[src/hdl/kvp_pkg.sv]
// ----------------------------------------------------------------------------
// kvp_pkg
// Shared types, codes and literal tables of the text get-reply parser.
// ----------------------------------------------------------------------------
`default_nettype none

package kvp_pkg;

   localparam int KEY_BYTES_DEFAULT = 128;
   localparam int QUEUE_DEPTH       = 2;
   localparam int QUEUE_PTR_W       = $clog2(QUEUE_DEPTH);
   localparam int QUEUE_CNT_W       = $clog2(QUEUE_DEPTH + 1);

   localparam logic [2:0] KIND_KEY    = 3'd0;
   localparam logic [2:0] KIND_HEADER = 3'd1;
   localparam logic [2:0] KIND_DATA   = 3'd2;
   localparam logic [2:0] KIND_END    = 3'd3;
   localparam logic [2:0] KIND_ERROR  = 3'd4;

   localparam logic [1:0] ERR_NONE   = 2'd0;
   localparam logic [1:0] ERR_PROTO  = 2'd1;
   localparam logic [1:0] ERR_KEYBIG = 2'd2;

   localparam logic CSR_EXPECT_CAS  = 1'b0;
   localparam logic CSR_VALUE_COUNT = 1'b1;

   localparam logic [7:0] CHAR_ZERO  = 8'd48;
   localparam logic [7:0] CHAR_NINE  = 8'd57;
   localparam logic [7:0] CHAR_SPACE = 8'h20;
   localparam logic [7:0] CHAR_CR    = 8'h0D;
   localparam logic [7:0] CHAR_LF    = 8'h0A;

   localparam logic [2:0] LIT_VALUE_LAST = 3'd5;
   localparam logic [2:0] LIT_END_LAST   = 3'd4;
   localparam logic [2:0] LIT_CRLF_LAST  = 3'd1;

   typedef enum logic [3:0] {
      PH_START,
      PH_PREFIX,
      PH_KEY,
      PH_FLAGS,
      PH_SIZE,
      PH_CAS,
      PH_LF,
      PH_DATA,
      PH_TRAIL
   } phase_type;

   typedef struct packed {
      logic [7:0] byte_value;
      logic       is_digit;
      logic [3:0] digit_value;
      logic       is_space;
      logic       is_cr;
      logic       is_lf;
   } rx_class_type;

   typedef struct packed {
      logic [2:0]  kind;
      logic [7:0]  byte_value;
      logic [31:0] flags_value;
      logic [30:0] data_size;
      logic [63:0] cas_unique;
      logic [1:0]  error_code;
   } result_type;

   function automatic logic [7:0] lit_value_byte(input logic [2:0] idx);
      logic [7:0] c;
      unique case (idx)
         3'd0: c = 8'h56;
         3'd1: c = 8'h41;
         3'd2: c = 8'h4C;
         3'd3: c = 8'h55;
         3'd4: c = 8'h45;
         3'd5: c = CHAR_SPACE;
         default: c = 8'h00;
      endcase
      return c;
   endfunction

   function automatic logic [7:0] lit_end_byte(input logic [2:0] idx);
      logic [7:0] c;
      unique case (idx)
         3'd0: c = 8'h45;
         3'd1: c = 8'h4E;
         3'd2: c = 8'h44;
         3'd3: c = CHAR_CR;
         3'd4: c = CHAR_LF;
         default: c = 8'h00;
      endcase
      return c;
   endfunction

   function automatic logic [7:0] lit_crlf_byte(input logic [2:0] idx);
      logic [7:0] c;
      unique case (idx)
         3'd0: c = CHAR_CR;
         3'd1: c = CHAR_LF;
         default: c = 8'h00;
      endcase
      return c;
   endfunction

endpackage

`default_nettype wire

[src/hdl/kvp_front.sv]
// ----------------------------------------------------------------------------
// kvp_front
// Classifies each received byte and holds it in a short queue for the engine.
// ----------------------------------------------------------------------------
`default_nettype none

module kvp_front
   import kvp_pkg::*;
(
   input  wire logic         clock,
   input  wire logic         reset,
   input  wire logic         push,
   output logic              full,
   input  wire logic [7:0]   rx_byte,
   input  wire logic         pop,
   output logic              empty,
   output rx_class_type      head
);

   rx_class_type                 entry_ff [QUEUE_DEPTH];
   logic [QUEUE_PTR_W-1:0]       wr_ptr_ff, wr_ptr_in;
   logic [QUEUE_PTR_W-1:0]       rd_ptr_ff, rd_ptr_in;
   logic [QUEUE_CNT_W-1:0]       count_ff, count_in;
   rx_class_type                 cls;
   logic                         do_push, do_pop;

   always_comb begin
      cls.byte_value  = rx_byte;
      cls.is_digit    = (rx_byte >= CHAR_ZERO) && (rx_byte <= CHAR_NINE);
      cls.digit_value = 4'(rx_byte - CHAR_ZERO);
      cls.is_space    = (rx_byte == CHAR_SPACE);
      cls.is_cr       = (rx_byte == CHAR_CR);
      cls.is_lf       = (rx_byte == CHAR_LF);
   end

   assign full    = (count_ff == QUEUE_CNT_W'(QUEUE_DEPTH));
   assign empty   = (count_ff == '0);
   assign do_push = push && !full;
   assign do_pop  = pop && !empty;
   assign head    = entry_ff[rd_ptr_ff];

   always_comb begin
      wr_ptr_in = do_push ? QUEUE_PTR_W'(wr_ptr_ff + 1'b1) : wr_ptr_ff;
      rd_ptr_in = do_pop  ? QUEUE_PTR_W'(rd_ptr_ff + 1'b1) : rd_ptr_ff;
      count_in  = count_ff;
      if (do_push && !do_pop) begin
         count_in = QUEUE_CNT_W'(count_ff + 1'b1);
      end else if (do_pop && !do_push) begin
         count_in = QUEUE_CNT_W'(count_ff - 1'b1);
      end
   end

   always_ff @(posedge clock) begin
      if (reset) begin
         wr_ptr_ff <= '0;
         rd_ptr_ff <= '0;
         count_ff  <= '0;
      end else begin
         wr_ptr_ff <= wr_ptr_in;
         rd_ptr_ff <= rd_ptr_in;
         count_ff  <= count_in;
      end
   end

   always_ff @(posedge clock) begin
      if (do_push) begin
         entry_ff[wr_ptr_ff] <= cls;
      end
   end

endmodule

`default_nettype wire

[src/hdl/kvp_engine.sv]
// ----------------------------------------------------------------------------
// kvp_engine
// Parser FSM: one classified byte per cycle on advance, at most one result.
// ----------------------------------------------------------------------------
`default_nettype none

module kvp_engine
   import kvp_pkg::*;
#(
   parameter int KEY_BYTES = KEY_BYTES_DEFAULT
)(
   input  wire logic          clock,
   input  wire logic          reset,
   input  wire logic          advance,
   input  wire rx_class_type  in_byte,
   input  wire logic          expect_cas,
   input  wire logic [15:0]   value_count,
   output logic               res_valid,
   output result_type         res
);

   localparam int KeyW = $clog2(KEY_BYTES);
   localparam logic [KeyW-1:0] KeyLast = KeyW'(KEY_BYTES - 1);

   phase_type        phase_ff, phase_in;
   logic [2:0]       lit_ff, lit_in;
   logic [KeyW-1:0]  key_len_ff, key_len_in;
   logic [31:0]      flags_ff, flags_in;
   logic [30:0]      size_ff, size_in;
   logic [63:0]      cas_ff, cas_in;
   logic [30:0]      remain_ff, remain_in;
   logic [15:0]      records_ff, records_in;

   phase_type        ph;
   logic [15:0]      rec;
   logic [35:0]      flags_x10;
   logic [34:0]      size_x10;
   logic [63:0]      cas_x10;
   logic [30:0]      remain_dec;
   logic             fail;
   logic [1:0]       fail_code;
   logic [7:0]       b;

   assign b = in_byte.byte_value;

   always_comb begin
      flags_x10 = ({4'b0, flags_ff} << 3) + ({4'b0, flags_ff} << 1)
                + {32'b0, in_byte.digit_value};
      size_x10  = ({4'b0, size_ff} << 3) + ({4'b0, size_ff} << 1)
                + {31'b0, in_byte.digit_value};
      cas_x10   = (cas_ff << 3) + (cas_ff << 1) + {60'b0, in_byte.digit_value};
      remain_dec = (remain_ff != '0) ? 31'(remain_ff - 1'b1) : remain_ff;
   end

   always_comb begin
      ph  = phase_ff;
      rec = records_ff;
      if (phase_ff == PH_START) begin
         ph  = PH_PREFIX;
         rec = value_count;
      end
      phase_in   = ph;
      records_in = rec;
      lit_in     = lit_ff;
      key_len_in = key_len_ff;
      flags_in   = flags_ff;
      size_in    = size_ff;
      cas_in     = cas_ff;
      remain_in  = remain_ff;
      fail       = 1'b0;
      fail_code  = ERR_PROTO;
      res_valid  = 1'b0;
      res        = '0;

      unique case (ph)
         PH_PREFIX: begin
            if (rec != '0) begin
               if (lit_ff > LIT_VALUE_LAST || b != lit_value_byte(lit_ff)) begin
                  fail = 1'b1;
               end else if (lit_ff == LIT_VALUE_LAST) begin
                  lit_in     = '0;
                  key_len_in = '0;
                  flags_in   = '0;
                  size_in    = '0;
                  cas_in     = '0;
                  phase_in   = PH_KEY;
               end else begin
                  lit_in = 3'(lit_ff + 1'b1);
               end
            end else begin
               if (lit_ff > LIT_END_LAST || b != lit_end_byte(lit_ff)) begin
                  fail = 1'b1;
               end else if (lit_ff == LIT_END_LAST) begin
                  phase_in   = PH_START;
                  records_in = '0;
                  lit_in     = '0;
                  key_len_in = '0;
                  flags_in   = '0;
                  size_in    = '0;
                  cas_in     = '0;
                  remain_in  = '0;
                  res_valid  = 1'b1;
                  res.kind   = KIND_END;
               end else begin
                  lit_in = 3'(lit_ff + 1'b1);
               end
            end
         end
         PH_KEY: begin
            if (in_byte.is_space) begin
               phase_in = PH_FLAGS;
            end else if (key_len_ff >= KeyLast) begin
               fail      = 1'b1;
               fail_code = ERR_KEYBIG;
            end else begin
               key_len_in     = KeyW'(key_len_ff + 1'b1);
               res_valid      = 1'b1;
               res.kind       = KIND_KEY;
               res.byte_value = b;
            end
         end
         PH_FLAGS: begin
            if (in_byte.is_digit) begin
               if (flags_x10[35:32] != '0) begin
                  fail = 1'b1;
               end else begin
                  flags_in = flags_x10[31:0];
               end
            end else if (in_byte.is_space) begin
               phase_in = PH_SIZE;
            end else begin
               fail = 1'b1;
            end
         end
         PH_SIZE: begin
            if (in_byte.is_digit) begin
               if (size_x10[34:31] != '0) begin
                  fail = 1'b1;
               end else begin
                  size_in = size_x10[30:0];
               end
            end else if (in_byte.is_space && expect_cas) begin
               phase_in = PH_CAS;
            end else if (in_byte.is_cr) begin
               phase_in = PH_LF;
            end else begin
               fail = 1'b1;
            end
         end
         PH_CAS: begin
            if (in_byte.is_digit) begin
               cas_in = cas_x10;
            end else if (in_byte.is_cr) begin
               phase_in = PH_LF;
            end else begin
               fail = 1'b1;
            end
         end
         PH_LF: begin
            if (!in_byte.is_lf) begin
               fail = 1'b1;
            end else begin
               res_valid       = 1'b1;
               res.kind        = KIND_HEADER;
               res.flags_value = flags_ff;
               res.data_size   = size_ff;
               res.cas_unique  = cas_ff;
               remain_in       = size_ff;
               lit_in          = '0;
               phase_in        = (size_ff != '0) ? PH_DATA : PH_TRAIL;
            end
         end
         PH_DATA: begin
            remain_in = remain_dec;
            if (remain_dec == '0) begin
               lit_in   = '0;
               phase_in = PH_TRAIL;
            end
            res_valid      = 1'b1;
            res.kind       = KIND_DATA;
            res.byte_value = b;
         end
         PH_TRAIL: begin
            if (lit_ff > LIT_CRLF_LAST || b != lit_crlf_byte(lit_ff)) begin
               fail = 1'b1;
            end else if (lit_ff == LIT_CRLF_LAST) begin
               lit_in     = '0;
               records_in = (rec != '0) ? 16'(rec - 1'b1) : rec;
               phase_in   = PH_PREFIX;
            end else begin
               lit_in = 3'(lit_ff + 1'b1);
            end
         end
         default: begin
            phase_in = PH_PREFIX;
         end
      endcase

      if (fail) begin
         phase_in       = PH_START;
         records_in     = '0;
         lit_in         = '0;
         key_len_in     = '0;
         flags_in       = '0;
         size_in        = '0;
         cas_in         = '0;
         remain_in      = '0;
         res_valid      = 1'b1;
         res            = '0;
         res.kind       = KIND_ERROR;
         res.error_code = fail_code;
      end
   end

   always_ff @(posedge clock) begin
      if (reset) begin
         phase_ff   <= PH_START;
         lit_ff     <= '0;
         key_len_ff <= '0;
         flags_ff   <= '0;
         size_ff    <= '0;
         cas_ff     <= '0;
         remain_ff  <= '0;
         records_ff <= '0;
      end else if (advance) begin
         phase_ff   <= phase_in;
         lit_ff     <= lit_in;
         key_len_ff <= key_len_in;
         flags_ff   <= flags_in;
         size_ff    <= size_in;
         cas_ff     <= cas_in;
         remain_ff  <= remain_in;
         records_ff <= records_in;
      end
   end

endmodule

`default_nettype wire

[src/hdl/kvp_rsp_queue.sv]
// ----------------------------------------------------------------------------
// kvp_rsp_queue
// Short result queue between the parser engine and the result port.
// ----------------------------------------------------------------------------
`default_nettype none

module kvp_rsp_queue
   import kvp_pkg::*;
(
   input  wire logic        clock,
   input  wire logic        reset,
   input  wire logic        push,
   input  wire result_type  push_data,
   output logic             full,
   input  wire logic        pop,
   output logic             empty,
   output result_type       head
);

   result_type                   entry_ff [QUEUE_DEPTH];
   logic [QUEUE_PTR_W-1:0]       wr_ptr_ff, wr_ptr_in;
   logic [QUEUE_PTR_W-1:0]       rd_ptr_ff, rd_ptr_in;
   logic [QUEUE_CNT_W-1:0]       count_ff, count_in;
   logic                         do_push, do_pop;

   assign full    = (count_ff == QUEUE_CNT_W'(QUEUE_DEPTH));
   assign empty   = (count_ff == '0);
   assign do_push = push && !full;
   assign do_pop  = pop && !empty;
   assign head    = entry_ff[rd_ptr_ff];

   always_comb begin
      wr_ptr_in = do_push ? QUEUE_PTR_W'(wr_ptr_ff + 1'b1) : wr_ptr_ff;
      rd_ptr_in = do_pop  ? QUEUE_PTR_W'(rd_ptr_ff + 1'b1) : rd_ptr_ff;
      count_in  = count_ff;
      if (do_push && !do_pop) begin
         count_in = QUEUE_CNT_W'(count_ff + 1'b1);
      end else if (do_pop && !do_push) begin
         count_in = QUEUE_CNT_W'(count_ff - 1'b1);
      end
   end

   always_ff @(posedge clock) begin
      if (reset) begin
         wr_ptr_ff <= '0;
         rd_ptr_ff <= '0;
         count_ff  <= '0;
      end else begin
         wr_ptr_ff <= wr_ptr_in;
         rd_ptr_ff <= rd_ptr_in;
         count_ff  <= count_in;
      end
   end

   always_ff @(posedge clock) begin
      if (do_push) begin
         entry_ff[wr_ptr_ff] <= push_data;
      end
   end

endmodule

`default_nettype wire

[src/hdl/kv_text_value_reply_parser.sv]
// ----------------------------------------------------------------------------
// kv_text_value_reply_parser
// Parses a text get reply one received byte at a time.
//
// Request side: a queue port. Push rx bytes with req_push while req_full is
// low; each transfer carries one reply byte.
// Response side: a queue port. While rsp_empty is low the oldest result is
// on the rsp_ ports; rsp_pop takes it. Results are key bytes, a header
// (flags, size, cas), data bytes, an end marker or an error code.
// CSR port: csr_we writes csr_wdata to the register selected by csr_index
// (0 expect_cas, 1 value_count). Write only while the parser is idle.
// Throughput: one byte per cycle unless stalled, set by the combinational
// engine step (decimal digits accumulate through a shift-add times ten).
// Path: the transfer edge writes the front queue; the engine steps on a later
// edge with room in the result queue, and that edge writes the result there.
// Stall: when the receiver holds off, the result queue fills, the engine
// stops, the front queue fills and req_full rises; nothing is dropped.
// Reset: queues empty, registers zero, the parser waits for a new reply.
// ----------------------------------------------------------------------------
`default_nettype none

module kv_text_value_reply_parser
   import kvp_pkg::*;
#(
   parameter int KEY_BYTES = KEY_BYTES_DEFAULT
)(
   input  wire logic          clock,
   input  wire logic          reset,
   input  wire logic          req_push,
   output logic               req_full,
   input  wire logic [7:0]    req_rx_byte,
   output logic               rsp_empty,
   input  wire logic          rsp_pop,
   output logic [2:0]         rsp_kind,
   output logic [7:0]         rsp_byte_value,
   output logic [31:0]        rsp_flags_value,
   output logic [30:0]        rsp_data_size,
   output logic [63:0]        rsp_cas_unique,
   output logic [1:0]         rsp_error_code,
   input  wire logic          csr_we,
   input  wire logic          csr_index,
   input  wire logic [15:0]   csr_wdata
);

   logic           expect_cas_ff;
   logic [15:0]    value_count_ff;
   rx_class_type   front_head;
   logic           front_empty;
   logic           advance;
   logic           res_valid;
   result_type     res;
   logic           rq_full;
   result_type     rq_head;

   always_ff @(posedge clock) begin
      if (reset) begin
         expect_cas_ff  <= 1'b0;
         value_count_ff <= '0;
      end else if (csr_we) begin
         unique case (csr_index)
            CSR_EXPECT_CAS:  expect_cas_ff  <= csr_wdata[0];
            CSR_VALUE_COUNT: value_count_ff <= csr_wdata;
            default: ;
         endcase
      end
   end

   assign advance = !front_empty && !rq_full;

   kvp_front u_front (
      .clock   (clock),
      .reset   (reset),
      .push    (req_push),
      .full    (req_full),
      .rx_byte (req_rx_byte),
      .pop     (advance),
      .empty   (front_empty),
      .head    (front_head)
   );

   kvp_engine #(
      .KEY_BYTES (KEY_BYTES)
   ) u_engine (
      .clock       (clock),
      .reset       (reset),
      .advance     (advance),
      .in_byte     (front_head),
      .expect_cas  (expect_cas_ff),
      .value_count (value_count_ff),
      .res_valid   (res_valid),
      .res         (res)
   );

   kvp_rsp_queue u_rsp_queue (
      .clock     (clock),
      .reset     (reset),
      .push      (advance && res_valid),
      .push_data (res),
      .full      (rq_full),
      .pop       (rsp_pop),
      .empty     (rsp_empty),
      .head      (rq_head)
   );

   assign rsp_kind        = rq_head.kind;
   assign rsp_byte_value  = rq_head.byte_value;
   assign rsp_flags_value = rq_head.flags_value;
   assign rsp_data_size   = rq_head.data_size;
   assign rsp_cas_unique  = rq_head.cas_unique;
   assign rsp_error_code  = rq_head.error_code;

endmodule

`default_nettype wire

[config.mk]
export PLATFORM = sky130hd
export DESIGN_NAME = kv_text_value_reply_parser
export DESIGN_NICKNAME = d
export VERILOG_FILES = /design/src/hdl/kvp_pkg.sv /design/src/hdl/kvp_front.sv /design/src/hdl/kvp_engine.sv /design/src/hdl/kvp_rsp_queue.sv /design/src/hdl/kv_text_value_reply_parser.sv
export SDC_FILE = /design/constraint.sdc
export NUM_CORES = 1
export LEC_CHECK = 0
export BUFFER_PORTS_ARGS = -buffer_cell sky130_fd_sc_hd__buf_2
export CORE_ASPECT_RATIO = 1.4
export CORE_UTILIZATION = 55
export DETAILED_ROUTE_END_ITERATION = 8
export GPL_TIMING_DRIVEN = 0
export PLACE_DENSITY = 0.73
export SLEW_MARGIN = 15
export SYNTH_ARGS = -nofsm -noshare
export SYNTH_HDL_FRONTEND = slang
export SYNTH_SLANG_ARGS = --single-unit
[constraint.sdc]
create_clock -name clock -period 14.25 [get_ports clock]
set_clock_uncertainty 0.1 [all_clocks]
set_input_delay 4.275 -clock clock [delete_from_list [all_inputs] [get_ports clock]]
set_output_delay 4.275 -clock clock [all_outputs]
set_load 0.03 [all_outputs]
==> impl_metrics.tcl, run 1 <==
set metrics [dict create \
    hpwlAfterDp_um 64960 \
    routed-wl-met2_um 44360 \
    drive_gt1_frac 0.1394 \
    slew_headroom 0.2329 \
    antenna_found_initial 3 \
    cts-buffers-inserted 50 \
    antenna_cells 0 \
    drt_iter0_markers 1459 \
    timing.critical_path.to "rsp_data_size[29]" \
    yosys-mux-area-fraction 0.06394 \
    grt_setup_unrepaired "false" \
    detail_route.first_pass.iterations 6 \
    synth-seq-area-share 0.4353 \
    dr.max_layer_used "met5" \
    fp.dieH_um 282.3 \
    track_usage 0.2969 \
    timing_worst_slew_pin_value_ns 1.151 \
    holdWs_ns 0.3514 \
    htree_num_levels 2 \
    route.layer.met1.wl_um 32670 \
    path_max_fanout 10 \
    yosysWarnings 0 \
    holdBufCountCts 0 \
    timing.hold.worst.start "u_engine.records_ff[1]" \
    placement_rows 102 \
    post_synth_xor_area_fraction 0.04144 \
    final_core_utilization 0.6231 \
    finalWeightedCongestion 0.9984 \
    setup.worst_path.start_class "flip-flop" \
    synth_enable_flop_cells 304 \
    count_of_buffering_cells_on_the_critical_path_with_inverters_included 4 \
    vias_in_the_first_global_route 25157 \
    core_region_area_mm2 0.05539 \
    ctsRootBufferMaster "clkbuf_16" \
    run_status "finished, final reports clean" \
    number_of_gates_resized_after_cts 0 \
    postSynthCellCount 3048 \
    place_inst 3957 \
    postSynth.asyncResetShare 0 \
    die_width_um 202.2 \
    cell_variety_after_synth 88 \
    met3WireLength_um 4173 \
    finalCriticalPeriod_ns 7.849 \
    timing.critical_path.cells "clkbuf_1 > clkbuf_1 > clkbuf_1 > mux2_2 > buf_2" \
    io_buffers 171 \
    max_freq_ghz 0.1274 \
    fin_nets 3574 \
    ir_drop_worst_case_vdd_mv 0.1776 \
    ys_ff_latch 519 \
    synth_top_family_by_area "compound AO/OA/AOI/OAI gates" \
    grt_start_max_net_pins 52 \
    worstReg2RegEnd "u_rsp_queue.entry_ff[0][116]" \
    synthesis.nets 3341 \
    ctsLongestPathBuffers 3 \
    drt_drc_violations_left 0 \
    via_count 25045 \
    grt_first_pass_wirelength_um 134200 \
    place_ws_ns 6.890 \
    synth_compound_area_frac 0.1722 \
    finalSetupViolations 0 \
    post_cts.repair.setup_buffers 0 \
    detail-route-antenna-nets 0 \
    clock-sinks 519 \
    ioPinCount 172 \
    area_growth_pct 11.83 \
    max_slew_violation_count 0 \
    power.density_mw_per_mm2 145.0 \
    hold_path.class "flip-flop to flip-flop" \
    p_leak_nw 13.99 \
    timing.reg2reg.worst_path_depth 20 \
    finalHoldViolCount 0 \
    globalRouteOverflowTotal 0 \
    path_delay_family "buffers and inverters" \
    setup_tns_ns 0 \
    worstSkewPairLatency_ns 0.60 \
    criticalPathCategory "flip-flop to output pin" \
    post_synth_and_or_nand_nor_area_fraction 0.1508 \
    stdcell_count 4049 \
    synth_area_per_cell_um2 10.12 \
    initial_utilization 0.5572 \
    worst_path_max_delay_cell "clkbuf_1" \
    routed_via_density 6.185 \
    crit_path_end_kind "output pin" \
    cp.required_ns 9.88 \
    worst_ep_arrival_time_ns 3.47 \
    tritoncts "done" \
    synth_area_in_adders 0.1081 \
    cap_violations 0 \
    ff2ff_setup_slack_ns 6.93 \
    path_common_cell "clkbuf_1" \
    clk_pin_slew_worst_paths_ns 0.06 \
    synth.cell_area_mm2 0.03086 \
    fin_ws_ns 6.401 \
    synth_ff_type "edfxtp_1" \
    drt_wl_total_um 85340 \
    filler_cell_count 4677 \
    post_drt_wl_per_cell_um 21.08 \
    die-area_mm2 0.05707 \
    post-route-period-util 0.5508 \
    worstSetupPathDepth 5 \
    cp_slowest_stage_delay_ns 0.80 \
]
==> cell usage in the layout (no fill, tap or decap), types with 9 or more instances in the layout <==
| cell type | n |
|---|---|
| clkbuf_16 | 50 |
| a22o_1 | 71 |
| dfxtp_1 | 215 |
| mux2_2 | 147 |
| and3_1 | 27 |
| edfxtp_1 | 304 |
| a211oi_1 | 25 |
| a221oi_1 | 9 |
| nor3_1 | 57 |
| nor4_1 | 35 |
| o22ai_1 | 15 |
| mux2i_1 | 29 |
| nand4_1 | 34 |
| or3_1 | 19 |
| nand2b_1 | 21 |
| and2_1 | 137 |
| or4_1 | 16 |
| xor2_1 | 57 |
| a21oi_1 | 208 |
| clkinv_1 | 9 |
| nand3_1 | 95 |
| nor2b_1 | 14 |
| clkbuf_1 | 127 |
| inv_1 | 64 |
| nand2_1 | 248 |
| a21o_1 | 53 |
| ha_1 | 257 |
| xnor2_1 | 89 |
| buf_2 | 191 |
| o21a_1 | 19 |
| buf_1 | 16 |
| o31ai_1 | 26 |
| o211ai_1 | 31 |
| o41ai_1 | 26 |
| o21ai_0 | 184 |
| a31oi_1 | 17 |
| o21bai_1 | 22 |
| nor2_1 | 169 |
==> registers in the layout, summed over array words and instances, names as in the netlist, named ones only <==
register,cells
expect_cas_ff,1
u_front.wr_ptr_ff,1
u_rsp_queue.entry_ff,280
u_front.rd_ptr_ff,1
value_count_ff,16
u_engine.records_ff,16
u_engine.size_ff,31
u_front.entry_ff,24
u_engine.lit_ff,3
u_rsp_queue.rd_ptr_ff,1
u_engine.remain_ff,31
u_rsp_queue.wr_ptr_ff,1
u_engine.flags_ff,32
u_front.count_ff,2
u_engine.cas_ff,64
u_engine.key_len_ff,7
u_engine.phase_ff,4
u_rsp_queue.count_ff,2
==> kinds of logic after synthesis <==
family	count (synthesis)
adders and majority gates	263
xor gates and xnor gates	146
AOI/OAI and AO/OA	799
buffers and inverters	221
muxes	178
and+or+nand+nor	922
DFF	519
==> worst min path at each step <==
stage	slack [ns]	endpoint	cells after the start
3_3_place_gp	0.34	u_engine.records_ff[1]	2
3_5_place_dp	0.35	u_engine.records_ff[0]	2
6_report	0.35	u_engine.records_ff[1]	2
5_1_grt	0.38	u_engine.records_ff[0]	2
4_1_cts	0.35	u_engine.records_ff[0]	2
2_1_floorplan	0.32	u_engine.cas_ff[63]	2
==> synth_stat cells, drive strengths merged (19+ instances only) <==
cell type	instances	area, um2
a211oi	25	187.7
a21o	53	397.9
a21oi	208	1041
a22o	71	621.9
and2	138	863.3
and3	27	168.9
buf	39	190.2
clkbuf	116	435.4
dfxtp	215	4304
edfxtp	304	9129
ha	257	3216
inv	65	244.0
mux2	147	1655
mux2i	31	317.8
nand2	248	930.9
nand2b	22	145.1
nand3	95	475.5
nand4	34	212.7
nor2	171	644.4
nor3	58	290.3
nor4	39	269.0
o211ai	31	232.7
o21a	19	142.6
o21ai	185	925.9
o21bai	22	165.2
o31ai	27	202.7
o41ai	28	271.5
or3	23	152.6
xnor2	89	779.5
xor2	57	499.2
==> routing by layer <==
| metal | up-vias | track usage |
|---|---|---|
| met5 | - | 0 |
| met2 | 778 | 0.5556 |
| met4 | 6 | 0.1415 |
| li1 | 11932 | - |
| met3 | 234 | 0.03975 |
| met1 | 12095 | 0.3306 |
==> worst min-delay path, cell delays in order (launching register included) <==
cell,delay [ns]
dfxtp_1,0.31
nand2_1,0.05
a21oi_1,0.05
==> power breakdown <==
| part | switching [mW] | leakage, nW | internal, mW |
|---|---|---|---|
| clock network | 0.578 | 0.799 | 0.779 |
| registers | 0.0742 | 4.62 | 1.92 |
| logic | 1.14 | 8.58 | 0.512 |
==> cell type report <==
cell class | instances | area [um2] | share of cell area
Clock inverter | 30 | 345.3 | 0.01001
Buffer | 155 | 625.6 | 0.01813
Inverter | 66 | 247.7 | 0.007179
Clock buffer | 62 | 1306 | 0.03785
Sequential cell | 519 | 13430 | 0.3892
Tap cell | 728 | 910.9 | 0.02639
Timing Repair Buffer | 181 | 1066 | 0.03089
Multi-Input combinational cell | 2308 | 16580 | 0.4803
==> per-stage QoR <==
step | area [um2] | power [mW]
after floorplan | 30860 | 3.164
after global placement | 32630 | 3.683
after detailed placement | 32850 | 3.690
after CTS | 34500 | 5.049
after global routing | 34510 | 5.207
final | 34510 | 5.004
No activity file was read; power rests on OpenSTA's default activity.
==> run 2: changes to the inputs <==
- PLACE_DENSITY: 0.73 -> 0.76
- clock period: 14.25 -> 6.31 ns (I/O delays scaled with it)
==> run 2 against run 1 <==
- via count fell by 0.37%
- wire length fell by 2.2%
- flip-flop and latch count did not move
- register-to-register slack got worse by 6.7 ns
- global-route usage fell by 1.1 points
- sequential share of layout area barely moved
- setup slack got worse by 6.2 ns
- clock power rose by 120%
- combinational power rose by 120%
- utilization barely moved
==> impl_metrics.tcl, run 2 (same netlist as run 1, synthesis figures left out) <==
set metrics [dict create \
    ioPinCount 172 \
    hpwlAfterDp_um 62300 \
    worstSetupPathDepth 18 \
    power.density_mw_per_mm2 325.9 \
    p_leak_nw 14.01 \
    ctsRootBufferMaster "clkbuf_16" \
    timing.critical_path.to "u_engine.flags_ff[6]" \
    fin_nets 3574 \
    grt_start_max_net_pins 51 \
    timing.reg2reg.worst_path_depth 18 \
    worst_path_max_delay_cell "a21oi_1" \
    timing.critical_path.cells "buf_4 > mux2_2 > inv_2 > fa_1 > inv_1 > ha_1 > a211oi_1 > o211ai_1 > a21oi_1 > nor2_1 > nor2_1 > o41ai_1 > a311o_1 > o31ai_4 > nand3_1 > nor2_1 > clkbuf_1 > a22o_1" \
    timing_worst_slew_pin_value_ns 1.175 \
    fin_area_mm2 0.03453 \
    htree_num_levels 2 \
    grt_first_pass_wirelength_um 130700 \
    path_max_fanout 10 \
    vias_in_the_first_global_route 24872 \
    via_count 24952 \
    routed_via_density 6.161 \
    crit_path_end_kind "flip-flop" \
    antenna_found_initial 1 \
    path_common_cell "nor2_1" \
    globalRouteOverflowTotal 0 \
    drive_gt1_frac 0.1433 \
    finalHoldViolCount 0 \
    clk_pin_slew_worst_paths_ns 0.07 \
    filler_cell_count 4638 \
    multiInputGateArea_mm2 0.01663 \
    worstSkewPairLatency_ns 0.61 \
    holdBufCountCts 0 \
    cp_slowest_stage_delay_ns 0.57 \
    slew_headroom 0.2109 \
    clock-sinks 519 \
    worst_ep_arrival_time_ns 6.56 \
    detail-route-antenna-nets 0 \
    die_width_um 202.2 \
    ff2ff_setup_slack_ns 0.19 \
    largest_register_by_flop_count "u_rsp_queue.entry_ff" \
    count_of_buffering_cells_on_the_critical_path_with_inverters_included 4 \
    antenna_cells 0 \
    finalWeightedCongestion 0.9926 \
    commonest_non_fill_non_tap_cell_in_the_layout "edfxtp_1" \
    stdcell_count 4050 \
    run_status "finished, final reports clean" \
    die-area_mm2 0.05707 \
    io_buffers 171 \
    cts-buffers-inserted 49 \
    finalSetupViolations 0 \
    detail_route.first_pass.iterations 8 \
    setup.worst_path.start_class "flip-flop" \
    initial_utilization 0.5572 \
    cap_violations 0 \
    ir_drop_worst_case_vdd_mv 0.4571 \
    post-route-period-util 0.9701 \
    biggestRegsByFlops "u_rsp_queue.entry_ff (280), u_engine.cas_ff (64), u_engine.flags_ff (32)" \
    drt_wl_total_um 83470 \
    tritoncts "done" \
    largest_reg_flops 280 \
    drt_iter0_markers 1639 \
    track_usage 0.2862 \
    hold_path.class "flip-flop to flip-flop" \
    place_inst 3954 \
    grt_setup_unrepaired "false" \
    criticalPathCategory "flip-flop to flip-flop" \
    worstReg2RegEnd "u_engine.flags_ff[6]" \
    finalCriticalPeriod_ns 6.122 \
    most-common-layout-cells "edfxtp_1 (304), ha_1 (257), nand2_1 (248), dfxtp_1 (215), a21oi_1 (208)" \
    cp.required_ns 6.75 \
    post_drt_wl_per_cell_um 20.61 \
    path_delay_family "compound AO/OA/AOI/OAI gates" \
    placedInstanceArea_mm2 0.03283 \
    drt_drc_violations_left 0 \
    report.power.total_mw 11.25 \
    max_freq_ghz 0.1634 \
    seq_area_mm2 0.01343 \
    max_slew_violation_count 0 \
    fp.dieH_um 282.3 \
    placement_rows 102 \
    core_region_area_mm2 0.05539 \
    ctsLongestPathBuffers 3 \
    area_growth_pct 11.90 \
]
run 2: changes by cell type in the layout (fill, tap and decap cells not counted), moves of 2 or more:
cell,delta
buf_12,-2
clkinv_2,-2
clkbuf_2,+2
bufinv_16,-3
clkbuf_8,+3
buf_4,+2
clkbuf_1,-6
clkinv_1,-3
clkinv_4,+6
run 2: repair_timing:
item	in CTS	in global routing
cloned	1	1
endpoints found under the hold margin	0	0
setup endpoints to repair	259	142
pin swaps	0	1
resized for setup	2	1
setup buffers	2	0
run 2: area by class of cell:
class | count | share of cell area
repair buffers | 180 | 0.02993
plain buffers | 155 | 0.01819
multi-input cells | 2310 | 0.4815
flip-flops and latches | 519 | 0.3890
clock buffers | 62 | 0.03939
inverters | 66 | 0.007174
well taps | 728 | 0.02638
clock inverters | 30 | 0.008479
run 2: metal layers:
metal / share of wire / vias up / track usage / wire length [um]
met1: 0.40 / 12003 / 0.3325 / 33490
li1: - / 11919 / - / -
met2: 0.51 / 812 / 0.5236 / 42420
met3: 0.050 / 218 / 0.03894 / 4179
met4: 0.040 / 0 / 0.1257 / 3375
met5: 0 / - / 0 / 0
run 2: worst min-delay path by stage:
stage | endpoint | slack [ns] | cells past startpoint | start
after floorplan | u_engine.cas_ff[63] | 0.32 | 2 | u_engine.cas_ff[63]
after global routing | u_engine.records_ff[0] | 0.39 | 2 | u_engine.records_ff[0]
after CTS | u_engine.records_ff[0] | 0.36 | 2 | u_engine.records_ff[0]
after detailed placement | u_engine.cas_ff[63] | 0.34 | 2 | u_engine.cas_ff[63]
after global placement | u_engine.cas_ff[63] | 0.34 | 2 | u_engine.cas_ff[63]
final | u_engine.records_ff[0] | 0.37 | 2 | u_engine.records_ff[0]
run 2: through the flow:
step / worst slack [ns] / hold WS [ns] / TNS, ns / util
after floorplan: 0.01616 / 0.3167 / 0 / -
after global placement: -2.290 / 0.3380 / -600.03 / 0.5896
after detailed placement: -0.4204 / 0.3440 / -26.78 / 0.5927
after CTS: 0.1233 / 0.3633 / 0 / 0.6232
after global routing: 0.02314 / 0.3934 / 0 / 0.6235
final: 0.1885 / 0.3679 / 0 / 0.6235
run 2: tightest hold or removal path, stage by stage, from the launching register on:
cell,delay (ns)
dfxtp_1,0.32
nand2_1,0.05
a21oi_1,0.05
run 2: power breakdown:
| part | internal (mW) | switching (mW) | leakage [nW] |
|---|---|---|---|
| Clock | 1.70 | 1.35 | 0.806 |
| Combinational | 1.15 | 2.54 | 8.59 |
| Sequential | 4.33 | 0.177 | 4.62 |
==> run 3: changes to the inputs <==
- CORE_UTILIZATION: 55 -> 56
- PLACE_DENSITY: 0.76 -> 0.77
==> run 3 against run 2 <==
- utilization up 1.1 points
- final cell count decreased by 0.25%
- global-route usage is 0.93 points higher
- design area down 0.12%
- largest cell class unchanged
- largest power group unchanged
==> impl_metrics.tcl, run 3 (same netlist as run 1, synthesis figures left out) <==
set metrics [dict create \
    tritoncts "done" \
    die-area_mm2 0.05606 \
    slew_headroom 0.2102 \
    finalSetupViolations 0 \
    track_usage 0.2955 \
    final_core_utilization 0.6347 \
    initial_utilization 0.5679 \
    criticalPathCategory "flip-flop to flip-flop" \
    worst_ep_arrival_time_ns 6.25 \
    cp.required_ns 6.46 \
    worst_path_max_delay_cell "mux2i_2" \
    drt_iter0_markers 1724 \
    worstSkewPairLatency_ns 0.61 \
    fp.dieH_um 279.8 \
    clock-sinks 519 \
    max_freq_ghz 0.1641 \
    antenna_cells 0 \
    ir_drop_worst_case_vdd_mv 0.3856 \
    core_region_area_mm2 0.05434 \
    drt_drc_violations_left 0 \
    fin_area_mm2 0.03449 \
    p_leak_nw 13.99 \
    timing_worst_slew_pin_value_ns 1.174 \
    max_slew_violation_count 0 \
    vias_in_the_first_global_route 25049 \
    commonest_non_fill_non_tap_cell_in_the_layout "edfxtp_1" \
    ctsLongestPathBuffers 3 \
    antenna_found_initial 2 \
    setup.worst_path.start_class "flip-flop" \
    detail_route.first_pass.iterations 6 \
    hpwlAfterDp_um 63310 \
    drt_wl_total_um 84390 \
    grt_first_pass_wirelength_um 132900 \
    ioPinCount 172 \
    finalCriticalPeriod_ns 6.095 \
    cap_violations 0 \
    via_count 25068 \
    die_width_um 200.4 \
    finalHoldViolCount 0 \
    finalWeightedCongestion 0.9873 \
    most-common-layout-cells "edfxtp_1 (304), ha_1 (257), nand2_1 (248), dfxtp_1 (215), a21oi_1 (208)" \
    area_growth_pct 11.77 \
    ctsRootBufferMaster "clkbuf_16" \
    grt_start_max_net_pins 60 \
    clk_pin_slew_worst_paths_ns 0.06 \
    placedInstanceArea_mm2 0.03283 \
    globalRouteOverflowTotal 0 \
    place_ws_ns -0.07441 \
    filler_cell_count 4486 \
    path_max_fanout 59 \
    timing.reg2reg.worst_path_depth 18 \
    fin_nets 3571 \
    run_status "finished, final reports clean" \
    setup_tns_ns 0 \
    largest_reg_flops 280 \
    io_buffers 171 \
    drive_gt1_frac 0.1410 \
    largest_register_by_flop_count "u_rsp_queue.entry_ff" \
    routed_via_density 6.205 \
    power.density_mw_per_mm2 325.6 \
    crit_path_end_kind "flip-flop" \
    min_path_cells 2 \
    stdcell_count 4040 \
    detail-route-antenna-nets 0 \
    grt_setup_unrepaired "false" \
    cts-buffers-inserted 49 \
    htree_num_levels 2 \
    post_drt_wl_per_cell_um 20.89 \
    post-route-period-util 0.9659 \
    place_inst 3948 \
    biggestRegsByFlops "u_rsp_queue.entry_ff (280), u_engine.cas_ff (64), u_engine.flags_ff (32)" \
    timing.critical_path.cells "buf_4 > mux2i_2 > inv_1 > ha_1 > ha_1 > fa_1 > a211oi_1 > o21ai_1 > a21oi_1 > a2111o_1 > a2111o_1 > and3_1 > o2111ai_2 > a31oi_4 > a31oi_4 > and2_4 > buf_12 > buf_16" \
    fin_ws_ns 0.2152 \
    placement_rows 101 \
    hold_path.class "flip-flop to flip-flop" \
    cp_slowest_stage_delay_ns 0.45 \
]
## run 3: cell types whose count changed in the layout (fill, tap and decap cells not counted), sizes merged
cell      change
buf           -1
bufinv        -1
clkinv        -4
clkinvlp      -2
clkbuf        +3
and2          -1
inv           +3
## run 3: power by group
part	switching [mW]	internal (mW)
registers	0.179	4.34
logic	2.58	1.14
clock network	1.31	1.68
total	4.07	7.16
## run 3: worst max-delay path: cells and delay by family (launching register included)
family | cells | cell delay [ns]
and+or+nand+nor | 2 | 0.62
adders and majority gates | 3 | 0.78
DFF | 1 | 0.31
AOI/OAI and AO/OA | 8 | 2.27
buffers and inverters | 4 | 1.05
muxes | 1 | 0.45
## run 3: path summary, 6_finish.rpt
| check | from | end | slack, ns |
|---|---|---|---|
| max | flip-flop | u_rsp_queue.entry_ff[1][78] | 0.22 |
| min | u_engine.cas_ff[63] | u_engine.cas_ff[63] | 0.35 |
| max reg2reg | flip-flop | u_rsp_queue.entry_ff[1][78] | 0.22 |
| min reg2reg | u_engine.cas_ff[63] | u_engine.cas_ff[63] | 0.35 |
## run 3: cell type report
cell class,instances,area (um2),area share
clock buffer,66,1388,0.04023
inverter,66,247.7,0.007183
tap,721,902.1,0.02616
sequential,519,13430,0.3895
buffer,154,624.3,0.01810
timing repair buffer,179,1031,0.02989
multi-input combinational,2309,16620,0.4819
clock inverter,26,242.7,0.007038
## run 3: repair_timing
action | 4_1_cts | 5_1_grt
gates resized for setup | 2 | 1
endpoints found under the setup margin | 70 | 200
buffers inserted | 0 | 0
gates cloned | 1 | 0
hold buffers | 0 | 0
## run 3: stage by stage
stage,hold WS [ns],power (mW)
floorplan,0.3167,7.074
global placement,0.3304,8.181
detailed placement,0.3445,8.304
CTS,0.3592,11.32
global route,0.3850,11.65
finish,0.3535,11.23
## run 3: routing by layer
layer / track usage / up-vias / part of all wire
met2: 0.5377 / 854 / 0.51
met5: 0 / - / 0.00018
li1: - / 11930 / -
met4: 0.1370 / 2 / 0.046
met3: 0.03816 / 255 / 0.054
met1: 0.3437 / 12027 / 0.39
